[src/rtl/teq_pkg.sv]
// teq_pkg: shared types and fixed constants of the timed event queue
// used by teq_ctrl, teq_datapath and timed_event_queue; no dependencies
`default_nettype none

package teq_pkg;

    localparam int TICK_W     = 32;     // tick count and due tick width
    localparam int DELAY_W    = 32;     // start delay, unsigned q16.16 seconds
    localparam int FRAC_W     = 16;     // fraction bits of the start delay
    localparam int RATE_W     = 20;     // control rate register width
    localparam int PORT_ID_W  = 8;      // event id width on the ports
    localparam int OCC_W      = 5;      // occupancy width on the result port
    localparam int PROD_W     = DELAY_W + RATE_W;
    localparam int TICKS_W    = PROD_W - FRAC_W;

    localparam logic [RATE_W-1:0] RATE_RESET = RATE_W'(4410);

    localparam logic MODE_INSERT = 1'b0;
    localparam logic MODE_TICK   = 1'b1;

    typedef enum logic [3:0] {
        S_IDLE   = 4'b0001,
        S_MUL    = 4'b0010,
        S_SUM    = 4'b0100,
        S_COMMIT = 4'b1000
    } state_t;

    typedef struct packed {
        logic capture;   // latch the accepted transaction
        logic mul_en;    // register delay times rate
        logic sum_en;    // register the saturated due tick
        logic commit;    // update the queue and load the result register
    } cmd_t;

    typedef struct packed {
        logic is_insert; // captured transaction is an insert
    } status_t;

endpackage

`default_nettype wire

[src/rtl/teq_ctrl.sv]
// teq_ctrl: sequencing state machine of the timed event queue
// uses teq_pkg; drives teq_datapath through cmd_t and reads status_t
`default_nettype none

module teq_ctrl (
    input  wire              aclk,
    input  wire              aresetn,
    input  wire              s_valid,
    output logic             s_ready,
    output logic             m_valid,
    input  wire              m_ready,
    input  teq_pkg::status_t status,
    output teq_pkg::cmd_t    cmd
);

    teq_pkg::state_t state_reg, state_next;
    logic            m_valid_reg, m_valid_next;
    logic            out_free;

    assign out_free = !m_valid_reg || m_ready;
    assign s_ready  = (state_reg == teq_pkg::S_IDLE);
    assign m_valid  = m_valid_reg;

    always_comb begin
        state_next   = state_reg;
        cmd          = '0;
        m_valid_next = m_valid_reg;
        if (m_valid_reg && m_ready) begin
            m_valid_next = 1'b0;
        end
        case (state_reg)
            teq_pkg::S_IDLE: begin
                if (s_valid) begin
                    cmd.capture = 1'b1;
                    state_next  = teq_pkg::S_MUL;
                end
            end
            teq_pkg::S_MUL: begin
                cmd.mul_en = 1'b1;
                state_next = status.is_insert ? teq_pkg::S_SUM : teq_pkg::S_COMMIT;
            end
            teq_pkg::S_SUM: begin
                cmd.sum_en = 1'b1;
                state_next = teq_pkg::S_COMMIT;
            end
            teq_pkg::S_COMMIT: begin
                if (out_free) begin
                    cmd.commit   = 1'b1;
                    m_valid_next = 1'b1;
                    state_next   = teq_pkg::S_IDLE;
                end
            end
            default: begin
                state_next = teq_pkg::S_IDLE;
            end
        endcase
    end

    always_ff @(posedge aclk) begin
        if (!aresetn) begin
            state_reg   <= teq_pkg::S_IDLE;
            m_valid_reg <= 1'b0;
        end else begin
            state_reg   <= state_next;
            m_valid_reg <= m_valid_next;
        end
    end

    // a new result never overwrites one still waiting
    assert property (@(posedge aclk) disable iff (!aresetn)
        cmd.commit |-> (!m_valid_reg || m_ready))
        else $error("result register overwritten");

    // only inserts go through the due tick stage
    assert property (@(posedge aclk) disable iff (!aresetn)
        (state_reg == teq_pkg::S_SUM) |-> status.is_insert)
        else $error("tick transaction in due tick stage");

    // every accepted transaction starts in the multiply stage
    assert property (@(posedge aclk) disable iff (!aresetn)
        (s_valid && s_ready) |=> (state_reg == teq_pkg::S_MUL))
        else $error("accepted transaction not dispatched");

endmodule

`default_nettype wire

[src/rtl/teq_datapath.sv]
// teq_datapath: due tick arithmetic, sorted cell array and result register
// uses teq_pkg; controlled by teq_ctrl through cmd_t, reports status_t
`default_nettype none

module teq_datapath #(
    parameter int QUEUE_DEPTH = 16,
    parameter int ID_WIDTH    = 8
) (
    input  wire                              aclk,
    input  wire                              aresetn,
    input  teq_pkg::cmd_t                    cmd,
    output teq_pkg::status_t                 status,
    input  wire                              cfg_wr_en,
    input  wire [teq_pkg::RATE_W-1:0]        cfg_wr_data,
    input  wire                              s_mode,
    input  wire [teq_pkg::TICK_W-1:0]        s_now_tick,
    input  wire [teq_pkg::DELAY_W-1:0]       s_start_delay,
    input  wire [teq_pkg::PORT_ID_W-1:0]     s_event_id,
    output logic                             m_due_valid,
    output logic [teq_pkg::PORT_ID_W-1:0]    m_due_id,
    output logic                             m_insert_rejected,
    output logic [teq_pkg::OCC_W-1:0]        m_occupancy
);

    localparam int CNT_W = $clog2(QUEUE_DEPTH + 1);

    logic [teq_pkg::RATE_W-1:0]   rate_reg;
    logic                         mode_reg;
    logic [teq_pkg::TICK_W-1:0]   now_reg;
    logic [teq_pkg::DELAY_W-1:0]  delay_reg;
    logic [ID_WIDTH-1:0]          id_in_reg;
    logic [teq_pkg::PROD_W-1:0]   prod_reg;
    logic [teq_pkg::TICK_W-1:0]   due_new_reg;
    logic [CNT_W-1:0]             count_reg, count_next;

    logic [teq_pkg::TICK_W-1:0]   due_reg [QUEUE_DEPTH];
    logic [ID_WIDTH-1:0]          id_reg  [QUEUE_DEPTH];
    logic [QUEUE_DEPTH-1:0]       le;

    logic                         due_valid_reg;
    logic [teq_pkg::PORT_ID_W-1:0] due_id_reg;
    logic                         rejected_reg;

    logic [31:0]                  id_in_ext;
    logic [31:0]                  id_out_ext;
    logic [31:0]                  occ_ext;
    logic [teq_pkg::TICKS_W:0]    sum_wide;
    logic                         full, head_due, do_insert, do_pop;

    assign status.is_insert = (mode_reg == teq_pkg::MODE_INSERT);

    assign id_in_ext  = 32'(s_event_id);
    assign id_out_ext = 32'(id_reg[0]);
    assign occ_ext    = 32'(count_reg);

    assign full      = (count_reg == CNT_W'(QUEUE_DEPTH));
    assign head_due  = (count_reg != '0) && (due_reg[0] <= now_reg);
    assign do_insert = cmd.commit && status.is_insert && !full;
    assign do_pop    = cmd.commit && !status.is_insert && head_due;

    assign sum_wide = (teq_pkg::TICKS_W + 1)'(now_reg)
                    + (teq_pkg::TICKS_W + 1)'(prod_reg[teq_pkg::PROD_W-1:teq_pkg::FRAC_W]);

    // config register
    always_ff @(posedge aclk) begin
        if (!aresetn) begin
            rate_reg <= teq_pkg::RATE_RESET;
        end else if (cfg_wr_en) begin
            rate_reg <= cfg_wr_data;
        end
    end

    // transaction capture and due tick arithmetic
    always_ff @(posedge aclk) begin
        if (cmd.capture) begin
            mode_reg  <= s_mode;
            now_reg   <= s_now_tick;
            delay_reg <= s_start_delay;
            id_in_reg <= id_in_ext[ID_WIDTH-1:0];
        end
        if (cmd.mul_en) begin
            prod_reg <= teq_pkg::PROD_W'(delay_reg) * teq_pkg::PROD_W'(rate_reg);
        end
        if (cmd.sum_en) begin
            if (sum_wide[teq_pkg::TICKS_W:teq_pkg::TICK_W] != '0) begin
                due_new_reg <= '1;
            end else begin
                due_new_reg <= sum_wide[teq_pkg::TICK_W-1:0];
            end
        end
    end

    // sorted cells: each compares itself against the new due tick
    genvar gi;
    generate
        for (gi = 0; gi < QUEUE_DEPTH; gi++) begin : g_cell
            assign le[gi] = (CNT_W'(gi) < count_reg) && (due_reg[gi] <= due_new_reg);

            if (gi == 0) begin : g_first
                always_ff @(posedge aclk) begin
                    if (do_insert && !le[gi]) begin
                        due_reg[gi] <= due_new_reg;
                        id_reg[gi]  <= id_in_reg;
                    end else if (do_pop && (QUEUE_DEPTH > 1)) begin
                        due_reg[gi] <= due_reg[gi+1];
                        id_reg[gi]  <= id_reg[gi+1];
                    end
                end
            end else if (gi == QUEUE_DEPTH - 1) begin : g_last
                always_ff @(posedge aclk) begin
                    if (do_insert && !le[gi]) begin
                        due_reg[gi] <= le[gi-1] ? due_new_reg : due_reg[gi-1];
                        id_reg[gi]  <= le[gi-1] ? id_in_reg   : id_reg[gi-1];
                    end
                end
            end else begin : g_mid
                always_ff @(posedge aclk) begin
                    if (do_insert && !le[gi]) begin
                        due_reg[gi] <= le[gi-1] ? due_new_reg : due_reg[gi-1];
                        id_reg[gi]  <= le[gi-1] ? id_in_reg   : id_reg[gi-1];
                    end else if (do_pop) begin
                        due_reg[gi] <= due_reg[gi+1];
                        id_reg[gi]  <= id_reg[gi+1];
                    end
                end
            end
        end
    endgenerate

    always_comb begin
        count_next = count_reg;
        if (do_insert) begin
            count_next = count_reg + CNT_W'(1);
        end else if (do_pop) begin
            count_next = count_reg - CNT_W'(1);
        end
    end

    always_ff @(posedge aclk) begin
        if (!aresetn) begin
            count_reg <= '0;
        end else begin
            count_reg <= count_next;
        end
    end

    // result register
    always_ff @(posedge aclk) begin
        if (cmd.commit) begin
            due_valid_reg <= do_pop;
            due_id_reg    <= do_pop ? id_out_ext[teq_pkg::PORT_ID_W-1:0] : '0;
            rejected_reg  <= status.is_insert && full;
        end
    end

    assign m_due_valid       = due_valid_reg;
    assign m_due_id          = due_id_reg;
    assign m_insert_rejected = rejected_reg;
    assign m_occupancy       = occ_ext[teq_pkg::OCC_W-1:0];

    assert property (@(posedge aclk) disable iff (!aresetn)
        count_reg <= CNT_W'(QUEUE_DEPTH))
        else $error("event count above queue depth");

    assert property (@(posedge aclk) disable iff (!aresetn)
        do_insert |=> (count_reg == $past(count_reg) + CNT_W'(1)))
        else $error("insert did not grow the queue");

    assert property (@(posedge aclk) disable iff (!aresetn)
        (cmd.commit && status.is_insert && full) |=> (rejected_reg && !due_valid_reg))
        else $error("full insert not flagged");

endmodule

`default_nettype wire

[src/rtl/timed_event_queue.sv]
// timed_event_queue: top level of the time ordered event queue
// depends on teq_pkg, teq_ctrl and teq_datapath
`default_nettype none

// Time ordered event queue. An insert transaction (s_mode 0) converts its
// start delay, unsigned q16.16 seconds, into ticks by multiplying with the
// control_rate register and dropping the 16 fraction bits, adds s_now_tick
// and saturates at the all-ones tick. The event is placed behind every held
// event with an equal or earlier due tick, so events due together leave in
// arrival order. When all QUEUE_DEPTH cells are taken the insert is dropped
// and m_insert_rejected is set. A tick transaction (s_mode 1) pops the head
// event if its due tick is at or before s_now_tick and returns its id with
// m_due_valid set. Every transaction produces exactly one result, which also
// reports the number of held events on m_occupancy (low 5 bits).
// Steps: an insert goes from accept to result through capture, the 32x20
// multiply stage, the saturating add stage and the cell array update; a tick
// skips the add stage. One transaction is in flight at a time, so the next
// transaction is accepted the cycle after the result is loaded, even while
// that result still waits for m_ready. The user must write control_rate
// through cfg_wr_en/cfg_wr_data only while the queue is idle; the block does
// not enforce this. It resets to 4410. Queue cells need no clearing after
// reset: only cells below the held count are ever compared or popped.

module timed_event_queue #(
    parameter int QUEUE_DEPTH = 16,
    parameter int ID_WIDTH    = 8
) (
    input  wire                              aclk,
    input  wire                              aresetn,
    // configuration
    input  wire                              cfg_wr_en,
    input  wire [teq_pkg::RATE_W-1:0]        cfg_wr_data,
    // input transactions
    input  wire                              s_valid,
    output logic                             s_ready,
    input  wire                              s_mode,
    input  wire [teq_pkg::TICK_W-1:0]        s_now_tick,
    input  wire [teq_pkg::DELAY_W-1:0]       s_start_delay,
    input  wire [teq_pkg::PORT_ID_W-1:0]     s_event_id,
    // result transactions
    output logic                             m_valid,
    input  wire                              m_ready,
    output logic                             m_due_valid,
    output logic [teq_pkg::PORT_ID_W-1:0]    m_due_id,
    output logic                             m_insert_rejected,
    output logic [teq_pkg::OCC_W-1:0]        m_occupancy
);

    teq_pkg::cmd_t    cmd;
    teq_pkg::status_t status;

    // sequencing: capture, multiply, add, commit with output handshake
    teq_ctrl u_ctrl (
        .aclk    (aclk),
        .aresetn (aresetn),
        .s_valid (s_valid),
        .s_ready (s_ready),
        .m_valid (m_valid),
        .m_ready (m_ready),
        .status  (status),
        .cmd     (cmd)
    );

    // arithmetic, sorted cell array and result register
    teq_datapath #(
        .QUEUE_DEPTH (QUEUE_DEPTH),
        .ID_WIDTH    (ID_WIDTH)
    ) u_datapath (
        .aclk              (aclk),
        .aresetn           (aresetn),
        .cmd               (cmd),
        .status            (status),
        .cfg_wr_en         (cfg_wr_en),
        .cfg_wr_data       (cfg_wr_data),
        .s_mode            (s_mode),
        .s_now_tick        (s_now_tick),
        .s_start_delay     (s_start_delay),
        .s_event_id        (s_event_id),
        .m_due_valid       (m_due_valid),
        .m_due_id          (m_due_id),
        .m_insert_rejected (m_insert_rejected),
        .m_occupancy       (m_occupancy)
    );

endmodule

`default_nettype wire

[config.mk]
export PLATFORM = sky130hd
export DESIGN_NAME = timed_event_queue
export DESIGN_NICKNAME = d
export VERILOG_FILES = /design/src/rtl/teq_pkg.sv /design/src/rtl/teq_ctrl.sv /design/src/rtl/teq_datapath.sv /design/src/rtl/timed_event_queue.sv
export SDC_FILE = /design/constraint.sdc
export NUM_CORES = 2
export LEC_CHECK = 0
export ABC_AREA = 0
export BUFFER_PORTS_ARGS = -buffer_cell sky130_fd_sc_hd__buf_2
export CAP_MARGIN = 20
export CELL_PAD_IN_SITES_DETAIL_PLACEMENT = 0
export CELL_PAD_IN_SITES_GLOBAL_PLACEMENT = 2
export CORE_UTILIZATION = 43
export DETAILED_ROUTE_END_ITERATION = 6
export PLACE_DENSITY_LB_ADDON = 0.08
export SETUP_SLACK_MARGIN = 0.5
export SLEW_MARGIN = 20
export SYNTH_ARGS = -nofsm -noshare
export SYNTH_HDL_FRONTEND = slang
export SYNTH_SLANG_ARGS = --single-unit
[constraint.sdc]
create_clock -name aclk -period 9.7 [get_ports aclk]
set_input_delay 1.94 -clock aclk [delete_from_list [all_inputs] [get_ports aclk]]
set_output_delay 1.94 -clock aclk [all_outputs]
set_load 0.05 [all_outputs]
# Word-level counts from Yosys, hierarchy flattened
# Memory sizes are Yosys's and may differ from the RTL's.
# Index checks and enable logic that the tools add are counted.
# word_totals
ff_bits	197
mem_bits_rw	640
mem_count	2
# op_classes
n_addsub	3
n_mul	1
order_cmp	33
n_eq_ne	7
n_mux	138
bitwise_logic	31
n_reduce_logical	62
# mem_list
name	words	word_bits	rd	rd_ports_with_merged_regs	wr	line_no	rtl
u_datapath.due_reg	16	32	16	0	16	teq_datapath.sv:36	logic [teq_pkg::TICK_W-1:0] due_reg [QUEUE_DEPTH];
u_datapath.id_reg	16	8	16	0	16	teq_datapath.sv:37	logic [ID_WIDTH-1:0] id_reg [QUEUE_DEPTH];
# ops
cell	n
32-bit two-way mux	30
32-bit less-or-equal comparator	17
8-bit two-way mux	30
1-bit two-way mux	72
32-bit by 20-bit multiplier with 52-bit output	1
4-bit by 5-bit < comparator with 1-bit output (first input constant)	8
1-bit logical AND	39
32-bit by 36-bit adder with 37-bit output	1
1-bit OR	30
3-bit by 5-bit < comparator with 1-bit output (first input constant)	4
1-bit logical NOT	18
4-bit case mux with 4 select lines	1
4-bit two-way mux	3
1-bit by 5-bit < comparator with 1-bit output (first input constant)	2
2-bit by 5-bit < comparator with 1-bit output (first input constant)	2
5-bit two-way mux	2
5-bit nonzero test	2
5-bit by 1-bit adder with 5-bit output (second input constant)	1
5-bit == test (second input constant)	1
5-bit by 1-bit subtractor with 5-bit output (second input constant)	1
4-bit by 1-bit == test with 1-bit output (second input constant)	1
4-bit by 2-bit == test with 1-bit output (second input constant)	1
4-bit by 3-bit == test with 1-bit output (second input constant)	1
4-bit == test (second input constant)	1
6 further kinds	6

# Longest topological paths before layout
# logic_depth
ltp_word	10
mapped_depth	28

# Modules after synthesis
# From an unflattened synthesis, not the netlist that was laid out.
# unflattened
hier_cells	7108
hier_area_um2	74859.3
# modules_own_cells
module	instances	cells_per_inst	area_each_um2	seq_area_each_um2
teq_datapath	1	7082	74585.3	24253.3
teq_ctrl	1	26	274.0	100.1

# Worst setup path after synthesis
# Ideal clock, no wire load.
# synth_timing
kind	register to register
startpoint	register u_datapath.delay_reg[6] in the netlist's numbering
endpoint	register u_datapath.prod_reg[48] in the netlist's numbering (data pin)
arrival_time_ns	6.638
required_time_ns	9.439
slack_ns	2.801
stages_incl_launch_ff	25
path_buffers	2
cell_sequence	edfxtp_1 -> clkbuf_1 -> and2_1 -> fa_1 -> inv_1 -> fa_1 -> fa_1 -> inv_1 -> fa_1 -> fa_1 -> fa_1 -> inv_1 -> fa_1 -> inv_1 -> ha_1 -> clkbuf_1 -> nand2_1 -> o211ai_1 -> a31oi_1 -> a2111oi_1 -> o21ai_1 -> nand3_1 -> a21oi_1 -> or3_1 -> o311a_1
# synth_via
elab_chain_cells	1
# synth_lines
item	line_no	rtl
start: declaration	teq_datapath.sv:30	logic [teq_pkg::DELAY_W-1:0] delay_reg;
start signal: assignment	teq_datapath.sv:78	delay_reg <= s_start_delay;
32-bit by 20-bit multiplier with 52-bit output	teq_datapath.sv:82	prod_reg <= teq_pkg::PROD_W'(delay_reg) * teq_pkg::PROD_W'(rate_reg);
end signal: assignment	teq_datapath.sv:82	
end: declaration	teq_datapath.sv:32	logic [teq_pkg::PROD_W-1:0] prod_reg;
# Every way passes these cells.
# A chain may end at the register's enable or synchronous reset.

# Worst setup path in the final report
# layout_timing
startpoint	register u_datapath.delay_reg[12] in the netlist's numbering
endpoint	register u_datapath.prod_reg[50] in the netlist's numbering (data pin)
# Same word-level chain as after synthesis.

==> metrics.cfg <==
[cts]
cts_resized=0
clkSinkCount=821
clkLatencyLatePin_ns=0.77
cts_setup_buffers=0
htreeDepth=3
clockBufferDepth=3
hold_buffers=0
cts_tree=done
cts_made_buffers=105
clockRootBuffer=clkbuf_16
clkTransAtPathRegs_ns=0.06

[timing]
hold_viol=0
max_slew.worst_pin.slew_ns=1.08
fin_skew_ns=0.0424
tns_ns=0
finalMaxSlewViolations=0
whs_ns=0.493
fmax_mhz=120
layout_setup_ws_ns=1.37
period_share=0.859
fin_crit_ns=8.33
maxSlewHeadroom=0.277
rsz0062_at_grt=no
setup_viol=0

[placement]
pre_cts_ws_ns=1.37
routabilityCongestion=0.901
post-dp-hpwl_um=169000
dpl_cell_area_um2=76300
io_buffer_count=114

[worst_setup_path]
reg2regPathDepth=22
cp.required_ns=10.25
criticalPathCategory=reg -> reg
cp_data_arrival_time_ns=8.88
startpoint=u_datapath.delay_reg[12]
critPathCapture=u_datapath.prod_reg[50]
r2r_end=u_datapath.prod_reg[50]
worst_setup_path_start_kind=flop
crit_fanout=20
rr_startpoint=u_datapath.delay_reg[12]
cp-end-kind=flop
r2r_setup_slack_ns=1.37

[floorplan]
die_area_um2=172000
coreArea_um2=169000
start_util=0.433
dieWidth_um=415
std_cell_rows=151
io_pins=115
fp.dieH_um=415

[layout]
area_delta_synth_final_pct=8.54
drive_gt1_frac=0.0662
largest_reg_flops=512
fin_nets=8804
final_area_um2=79700
fill_cells=16058
antenna_cells=0

[power_and_ir_drop]
p_per_area_nw_per_um2=262
ir_drop_mv=0.421
leakage_nw=33.5
power_mw=20.9

[synth]
syn_avg_cell_area_um2=9.73
syn_area_um2=73400
synth_ff_type=edfxtp_1
synthCells=7545
synth_top_area_share=0.324
synth_area_leaders=edfxtp_1 32%, fa_1 15%, ha_1 13%
yosys_warnings=0
synth-seq-area-share=0.332
synth.most_common_cell=nand2_1
synthTopCellsByCount=1276 x nand2_1, 791 x edfxtp_1, 739 x ha_1
synth_edf_count=791
synthesis.nets=8918
yosysTopAreaCell=edfxtp_1
ys_ff_latch=821
ys_types=82
postSynth.asyncResetShare=0

[worst_hold_path]
hold_class=reg -> reg
hold_path_depth=2

[detailed_routing]
num_vias=53631
drc=0
post_drt_wl_per_cell_um=22.4
drt-initial-drc-count=2947
vias_per_cell=5.51
finalWirelength_um=218000
first_pass_iters=5
ant_nets=0

[job]
maxCapViolations=0

[global_routing]
antenna_found_initial=3
grt_max_degree=287
grt_util_all_layers=0.253
grt_pass1_vias=55962
grt_pass1_wl_um=338000
overflow=0

[outcome]
outcome=finished clean

-- critical path: stages, from the launching register on --
cell and delay (ns):
edfxtp_1 1.04, and2_1 0.27, fa_1 0.44, fa_1 0.52
inv_1 0.05, fa_1 0.53, inv_1 0.05, fa_1 0.51
fa_1 0.44, fa_1 0.54, inv_1 0.05, fa_1 0.53
inv_1 0.04, ha_1 0.39, a21oi_1 0.23, o211ai_1 0.12
a211oi_1 0.52, a211oi_1 0.28, a31oi_1 0.49, a21oi_1 0.23
o21bai_1 0.24, or4b_1 0.46, o311ai_1 0.10
-- kinds of logic after synthesis --
group / Yosys count / share of synthesized area
AND/OR/NAND/NOR: 2269 / 0.142
AO/OA/AOI/OAI: 1556 / 0.131
adder cells (fa/ha/maj): 1275 / 0.272
buffers and inverters: 1178 / 0.0618
flip-flops: 821 / 0.332
multiplexers: 384 / 0.0530
XOR/XNOR: 62 / 0.00740
-- how the worst min path moves through the flow --
| stage | from | to | slack (ns) |
|---|---|---|---|
| finish | u_datapath.rate_reg[18] | u_datapath.rate_reg[18] | 0.49 |
| global route | u_datapath.m_occupancy[4] | u_datapath.m_occupancy[4] | 0.53 |
| CTS | u_datapath.rate_reg[18] | u_datapath.rate_reg[18] | 0.50 |
| detailed placement | u_datapath.rate_reg[18] | u_datapath.rate_reg[18] | 0.48 |
| global placement | u_datapath.m_occupancy[4] | u_datapath.m_occupancy[4] | 0.48 |
| floorplan | u_datapath.id_reg[15][7] | u_datapath.id_reg[14][7] | 0.50 |
-- area by class of cell --
cell class | instances | area, um2 | area share
clock buffer | 141 | 2840 | 0.0356
clock inverter | 52 | 450 | 0.00565
inverter | 700 | 2640 | 0.0331
multi-input combinational | 5546 | 44800 | 0.563
sequential | 821 | 24400 | 0.306
tap | 2218 | 2780 | 0.0348
timing repair buffer | 257 | 1780 | 0.0223
-- layer usage --
| metal | global-route usage | vias to the layer above | wire length [um] |
|---|---|---|---|
| li1 | - | 26022 | - |
| met4 | 0.0817 | 0 | 6590 |
| met1 | 0.321 | 26480 | 95300 |
| met3 | 0.0221 | 247 | 6800 |
| met5 | 0 | - | 0 |
| met2 | 0.450 | 882 | 109000 |
-- per-stage QoR --
step / util / cells
6_report: 0.470 / 9735
5_1_grt: 0.470 / 9735
4_1_cts: 0.470 / 9731
3_5_place_dp: 0.450 / 9538
3_3_place_gp: 0.450 / 9538
2_1_floorplan: - / 7545
-- power by group --
group / leakage (nW) / switching [mW] / internal, mW
logic: 24.5 / 7.46 / 4.98
registers: 7.40 / 0.124 / 4.45
clock network: 1.59 / 1.66 / 2.20
total: 33.5 / 9.24 / 11.6
-- cell usage in the layout (no fill, tap or decap), types with 19 or more instances in the layout --
master and n:
nor2b_1 46, o21ai_1 118, o211ai_1 52, clkbuf_1 32, buf_4 134, nand4_1 180
nor2_1 147, a21oi_1 223, and2_1 299, xnor2_1 34, fa_1 536, buf_2 114
clkinv_1 20, and3_1 19, nand2b_1 32, nand3_1 141, mux2_2 40, a31oi_1 54
o21a_1 38, edfxtp_1 791, ha_1 739, a21o_1 241, xor2_1 28, clkbuf_16 108
inv_1 698, dfxtp_1 30, o22a_1 156, o21ai_0 549, nor3_1 62, mux2i_1 343
nand2_1 1270
No activity file was read; power rests on OpenSTA's default activity.
